--- src/bfa_ram.sv ---
// Generic single-write, single-read RAM with registered read data.
`timescale 1ns / 1ps
`default_nettype none

module bfa_ram #(
  parameter int WIDTH = 32,
  parameter int DEPTH = 32
) (
  input  wire logic                     clk_i,
  input  wire logic                     we_i,
  input  wire logic [$clog2(DEPTH)-1:0] waddr_i,
  input  wire logic [WIDTH-1:0]         wdata_i,
  input  wire logic [$clog2(DEPTH)-1:0] raddr_i,
  output logic      [WIDTH-1:0]         rdata_o
);

  logic [WIDTH-1:0] mem_q [DEPTH];
  logic [WIDTH-1:0] rdata_q;

  always_ff @(posedge clk_i) begin
    if (we_i) begin
      mem_q[waddr_i] <= wdata_i;
    end
    rdata_q <= mem_q[raddr_i];
  end

  assign rdata_o = rdata_q;

endmodule

`default_nettype wire

--- config.mk ---
export PLATFORM = sky130hd
export DESIGN_NAME = bfa_ram
export DESIGN_NICKNAME = d
export VERILOG_FILES = /design/src/bfa_ram.sv
export SDC_FILE = /design/constraint.sdc
export NUM_CORES = 1
export LEC_CHECK = 0
export BUFFER_PORTS_ARGS = -buffer_cell sky130_fd_sc_hd__buf_2
export CELL_PAD_IN_SITES_DETAIL_PLACEMENT = 1
export CELL_PAD_IN_SITES_GLOBAL_PLACEMENT = 1
export CORE_UTILIZATION = 49
export DETAILED_ROUTE_END_ITERATION = 16
export GPL_ROUTABILITY_DRIVEN = 1
export PLACE_DENSITY = 0.8
export SETUP_SLACK_MARGIN = 0.4
export SLEW_MARGIN = 15
export SYNTH_ARGS = -nofsm -noshare
export SYNTH_HDL_FRONTEND = slang
export SYNTH_SLANG_ARGS = --single-unit
--- constraint.sdc ---
create_clock -name clk_i -period 2.9 [get_ports clk_i]
set_clock_uncertainty 0.05 [all_clocks]
set_input_delay 0.29 -clock clk_i [delete_from_list [all_inputs] [get_ports clk_i]]
set_output_delay 0.29 -clock clk_i [all_outputs]
set_load 0.03 [all_outputs]
Word-level counts from Yosys, hierarchy flattened --
Memory sizes are Yosys's and may differ from the RTL's. A register that Yosys moved wholly into a read port is not among the register bits. Cells that the tools add are included.
Word-level totals: memory bits (read-only) 0, memories kept 1, register bits 0, output and inout port bits 32, RAM bits 1024, latch bits 0
Cells by class: magnitude comparators 0, muxes and demuxes 2, shift-type cells 0, divide/modulo/power cells 0, reductions and logical operators 0, add/subtract/negate cells 0, equality and inequality tests 0, multiply operators 0, bitwise operators 0
Memories:
- mem_q | depth 32, width 32, read ports 1, clocked after memory_dff 1, wr ports 1, line 17 | logic [WIDTH-1:0] mem_q [DEPTH];
Operators with widths (number):
- 2-to-1 mux 1 bit | 2

Logic depth before layout (Yosys ltp) --
Gate-level depths: netlist of the first run.
depth after elaboration 2, gate-level depth with buffers 8, gate-level depth less buffers 5

Worst setup path before layout of the first run --
Ideal clock, no wire load.
kind input port to flip-flop, start point in waddr_i[1], end point mem mem_q[12][0], enable pin, buffers on the path 1, data arrival time 2.303 ns, setup slack 0.126 ns, stages 3, cell sequence or3b_2 > clkbuf_1 > nor2_1
RTL lines:
- from (decl) | line 11 | input wire logic [$clog2(DEPTH)-1:0] waddr_i,
- to (decl) | line 17
No word-level cell before the write port.

Worst setup path in the final report of the first run --
start point reg rdata_q[13] (netlist: rdata_o[13]), read port of mem_q, end point out rdata_o[13]
RTL lines:
- from (decl) | line 18 | logic [WIDTH-1:0] rdata_q;
- to (decl) | line 14 | output logic [WIDTH-1:0] rdata_o
No word-level cell between the ends.

==> flow_summary.toml, run 1 <==
[setup_path]
rr_startpoint = "mem_q[5][10]$_DFFE_PP_"
path_cells = "buf_2"
cpPeakStageDelay_ns = 0.50
path_max_fanout = 1
cp_num_buf_inv = 1
r2r-end = "rdata_o[10]$_DFF_P_"
worstPathArrival_ns = 1.42
r2r_slack_ns = 1.26
crit_family = "flip-flops"
worstSetupStartpoint = "rdata_o[13]$_DFF_P_"
endpoint = "rdata_o[13]"
worstPathRequired_ns = 2.56
end_kind = "primary output"
cp.depth = 1
critPathKind = "reg2out"
cp-start-kind = "register"
slowest_stage = "dfxtp_1"
reg2regPathDepth = 5

[layout]
syn2layout_area_growth_pct = 13.7
final_common_cell = "edfxtp_1"
drive_above_1_share_pct = 14.3
mostFrequentLayoutCells = "edfxtp_1 (1024), mux2i_1 (512), clkbuf_16 (103)"
final_nets = 2442
instances_no_fill = 3555
finish.instance_area_mm2 = 0.0460

[clock_network]
postCtsHoldBufs = 0
insertion_delay_ns = 0.66
cts_sinks = 1056
cts_buffer_depth = 3
root_buffer = "clkbuf_16"
h-tree-depth = 3
cts_resized = 0
numCtsBuffers = 100
cts_tree = "yes"
cts.clk_slew.worst_paths_ns = 0.07
post_cts_buffers = 0

[grt]
grtUsageTotal_pct = 27.5
grt_pass1_wl_mm = 164
antenna_found_initial = 9
grt_pass1_vias = 24217
grt_max_degree = 82
overflow = 0

[timing]
rsz0062_at_grt = "false"
hold_viol = 0
finalCriticalPeriod_ns = 1.76
slew_violations = 0
worst_pin_slew_ns = 1.10
period_share_pct = 60.6
setup_tns_ns = 0
relSlewSlack_pct = 26.5
max_clock_freq_mhz = 569
timing.hold.ws_ns = 0.0800
fin_ws_ns = 1.14
setup_violations = 0

[placement]
place_inst = 3366
placed_area_mm2 = 0.0428
preCtsSetupSlack_ns = 0.546
dp_hpwl_mm = 59.4
routabilityCongestion = 0.797
io_buffers = 75

[routing]
wl_met2_mm = 57.4
wl_per_cell_um = 32.4
wl_met3_mm = 10.3
drt-total-wl_mm = 115
viasPerCell = 6.30
highest_layer = "met5"
vias = 22405
first_iter_violations = 2634
drc = 0
wl_met1_mm = 42.6
drt_pass1_iterations = 5
ant_nets = 0

[yosys]
yosysWarningCount = 0
synth_area_leaders = "edfxtp_1 (76%), mux2i_1 (13%), a22oi_1 (1.8%)"
synth_compound_area_share_pct = 4.85
synth_seq_cells = 1056
synth_adder_area_share_pct = 0
synth_cells = 2260
synth_nets = 2304
synthMuxAreaShare_pct = 12.7
syn_area_per_cell_um2 = 17.9
synth_cell_types = 25
synth_top_cell_area_share_pct = 76.0
synthSimpleGateAreaFrac_pct = 3.10
synth_top_family_by_area = "multiplexers"
syn_area_mm2 = 0.0405
ys_seq_area_share_pct = 77.5
synth_xor_area_share_pct = 0
synth_area_leader_cell = "edfxtp_1"

[floorplan]
start_util_pct = 49.4
rows = 105
ios = 76
die_x_um = 289
coreArea_mm2 = 0.0820
die_area_mm2 = 0.0838
die_y_um = 289

[outcome]
status = "completed"

[pwr]
power.share.sequential_pct = 53.3
power_leakage_uw = 0.0160
p_switching_uw = 7040
cellPowerDensity_mw_per_mm2 = 695
p_int_uw = 24900
swShare_pct = 22.0
comb_power_share_pct = 5.6
p_clk_share_pct = 41.0
vdd_drop_max_uv = 408

[flow_run]
cap_violations = 0

[worst_hold_path]
hold_path.class = "in2reg"
## how the worst min path moves through the flow
| stage | slack, ns | depth (start not counted) | startpoint | end |
|---|---|---|---|---|
| after CTS | 0.05 | 1 | wdata_i[19] | mem_q[27][19]$_DFFE_PP_ |
| after global placement | 0.53 | 4 | mem_q[16][1]$_DFFE_PP_ | rdata_o[1]$_DFF_P_ |
| final | 0.08 | 1 | wdata_i[19] | mem_q[27][19]$_DFFE_PP_ |
| after global routing | 0.09 | 1 | wdata_i[19] | mem_q[27][19]$_DFFE_PP_ |
| after floorplan | 0.34 | 0 | wdata_i[0] | mem_q[0][0]$_DFFE_PP_ |
| after detailed placement | 0.55 | 4 | mem_q[16][22]$_DFFE_PP_ | rdata_o[22]$_DFF_P_ |
## through the flow
stage,power (uW),util [%]
2_1_floorplan,18300,-
3_3_place_gp,19000,52.2
3_5_place_dp,19100,52.2
4_1_cts,32100,56.1
5_1_grt,32600,56.2
6_report,32000,56.2
## per-layer routing
metal  track usage, %  vias up
met5                0        -
met2             46.7     1226
met4             12.1       10
met3             5.56      281
li1                 -     9254
met1             34.0    11634
## cells in the mapped netlist (all sizes together)
| library cell | instances |
|---|---|
| a31oi | 32 |
| clkbuf | 48 |
| a21oi | 96 |
| a22oi | 96 |
| nor2b | 1 |
| nand2b | 2 |
| nor3 | 32 |
| nand3 | 98 |
| nor2 | 34 |
| nand2 | 98 |
| a22o | 64 |
| or2 | 1 |
| nand3b | 5 |
| dfxtp | 32 |
| buf | 79 |
| mux2i | 512 |
| or3b | 3 |
| edfxtp | 1024 |
| and2 | 1 |
| and2b | 1 |
| or3 | 1 |
## cell families after synthesis
family | after synthesis
mux | 512
compound gates | 288
simple gates | 277
buf+inv | 127
flops | 1056
## final cells by class
type	instances	area (um^2)
antenna	4	10.0
clock buffer	125	2720
clock inverter	60	524
fill	7300	35900
multi-input combinational	1077	8610
sequential	1056	31400
tap	1070	1340
timing repair buffer	163	1450
## power by group through the flow
| stage | clock (uW) | combinational, uW | sequential [uW] |
|---|---|---|---|
| floorplan | 0 | 877 | 17500 |
| global placement | 0 | 1660 | 17400 |
| detailed placement | 0 | 1740 | 17400 |
| CTS | 13200 | 1780 | 17100 |
| global route | 13600 | 1880 | 17100 |
| finish | 13100 | 1800 | 17100 |
## state kept, by name, indices dropped and copies added (netlist names)
| register | flops |
|---|---|
| rdata_o | 32 |
| mem_q | 1024 |
(Power assumes the default switching activity.)
==> run 2: changes to the inputs <==
CORE_UTILIZATION = 50   (was 49)
PLACE_DENSITY = 0.79   (was 0.8)
clock period = 1.7 ns   (was 2.9 ns; I/O delays follow)
==> flow_summary.toml, run 2 (synthesis gave the netlist of run 1 again) <==
[clock_network]
cts.clk_slew.worst_paths_ns = 0.06
insertion_delay_ns = 0.68
h-tree-depth = 3
numCtsBuffers = 102
post_cts_buffers = 0
cts_buffer_depth = 3
cts_tree = "yes"
root_buffer = "clkbuf_16"
cts_sinks = 1056

[layout]
antenna_cells = 0
final_util_pct = 60.9
largest_reg_flops = 1024
syn2layout_area_growth_pct = 19.6
final_nets = 2581
mostFrequentLayoutCells = "edfxtp_1 (1024), mux2i_1 (502), buf_4 (106)"
regMostFlops = "mem_q"
drive_above_1_share_pct = 20.5
final_common_cell = "edfxtp_1"

[grt]
grt_pass1_vias = 25568
antenna_found_initial = 4
grt_pass1_wl_mm = 181
overflow = 0
grt_max_degree = 48
grtUsageTotal_pct = 31.0

[routing]
wl_per_cell_um = 34.8
viasPerCell = 6.39
first_iter_violations = 2608
drc = 0
drt_pass1_iterations = 5
drt-total-wl_mm = 128
ant_nets = 0
vias = 23505

[pwr]
cellPowerDensity_mw_per_mm2 = 1150
power.share.sequential_pct = 52.4
p_int_uw = 43100
p_clk_share_pct = 41.0
swShare_pct = 22.6
vdd_drop_max_uv = 856
comb_power_share_pct = 6.6
power_leakage_uw = 0.0171
p_switching_uw = 12600

[setup_path]
path_max_fanout = 1
end_kind = "register"
worstPathArrival_ns = 2.01
r2r_slack_ns = 0.13
r2r-end = "rdata_o[11]$_DFF_P_"
critPathKind = "reg2reg"
cp-start-kind = "register"
reg2regPathDepth = 5
rr_startpoint = "mem_q[7][11]$_DFFE_PP_"
worstPathRequired_ns = 2.14

[floorplan]
start_util_pct = 50.9
rows = 103
die_x_um = 287
ios = 76
coreArea_mm2 = 0.0795
die_area_mm2 = 0.0821
die_y_um = 287

[placement]
io_buffers = 75
preCtsSetupSlack_ns = -0.344
routabilityCongestion = 0.811
dp_hpwl_mm = 70.1

[outcome]
status = "completed"

[flow_run]
cap_violations = 0

[timing]
fin_ws_ns = 0.128
setup_tns_ns = 0
slew_violations = 0
period_share_pct = 92.4
hold_viol = 0
setup_violations = 0
rsz0062_at_grt = "true"
max_clock_freq_mhz = 636
finalCriticalPeriod_ns = 1.57
worst_pin_slew_ns = 0.693
relSlewSlack_pct = 53.8

[worst_hold_path]
hp-start = "wdata_i[2]"
min_path_cells = 1
hold_end = "mem_q[22][2]$_DFFE_PP_"
hold_path.class = "in2reg"
[run 2: critical path, cell delays in order (launching register included)]
cell and delay (ns):
edfxtp_1 0.42, mux2i_1 0.21, a22o_1 0.18, nor3_1 0.07, a31oi_2 0.24, nand3_2 0.22
[run 2: power groups by stage]
stage | combinational (uW) | sequential (uW) | clock [uW]
3_5_place_dp | 3280 | 29700 | 0
6_report | 3670 | 29200 | 22900
2_1_floorplan | 1570 | 29800 | 0
5_1_grt | 3780 | 29200 | 23800
3_3_place_gp | 3120 | 29600 | 0
4_1_cts | 3590 | 29200 | 23000
[run 2: area by class of cell]
class / instances / area (um^2)
Fill cell: 6867 / 31100
Timing Repair Buffer: 300 / 3490
Clock buffer: 138 / 2760
Multi-Input combinational cell: 1077 / 8850
Clock inverter: 55 / 559
Tap cell: 1050 / 1310
Sequential cell: 1056 / 31400
[run 2: metrics by stage]
step	hold WS [ns]	std cells	total power (uW)	instance area, um^2
floorplan	0.219	2260	31400	40900
global placement	0.536	3455	32800	44400
detailed placement	0.549	3455	33000	44400
CTS	0.00161	3676	55800	48300
global route	0.0319	3676	56800	48400
finish	0.0237	3676	55700	48400
[run 2: worst max path at each step]
stage | start | end | slack [ns] | depth (start not counted)
finish | mem_q[7][11]$_DFFE_PP_ | rdata_o[11]$_DFF_P_ | 0.13 | 5
global route | mem_q[7][11]$_DFFE_PP_ | rdata_o[11]$_DFF_P_ | 0.12 | 5
CTS | mem_q[7][11]$_DFFE_PP_ | rdata_o[11]$_DFF_P_ | 0.17 | 5
detailed placement | raddr_i[0] | rdata_o[11]$_DFF_P_ | -0.34 | 8
global placement | raddr_i[0] | rdata_o[11]$_DFF_P_ | -0.30 | 8
floorplan | waddr_i[0] | mem_q[10][0]$_DFFE_PP_ | -0.20 | 2
[run 2: routing by layer]
layer	up-vias	track usage, %	share of wire (%)
met4	8	14.8	5.0
li1	9569	-	-
met2	1389	53.5	51
met5	-	0	0.048
met1	12174	38.3	36
met3	365	4.83	8.2
[run 2: repair_timing]
action                                  4_1_cts  5_1_grt
resized for setup                           128       13
pin swaps                                    26       42
endpoints found under the setup margin       54       62
hold buffers                                 28        0
endpoints found under the hold margin       857        0
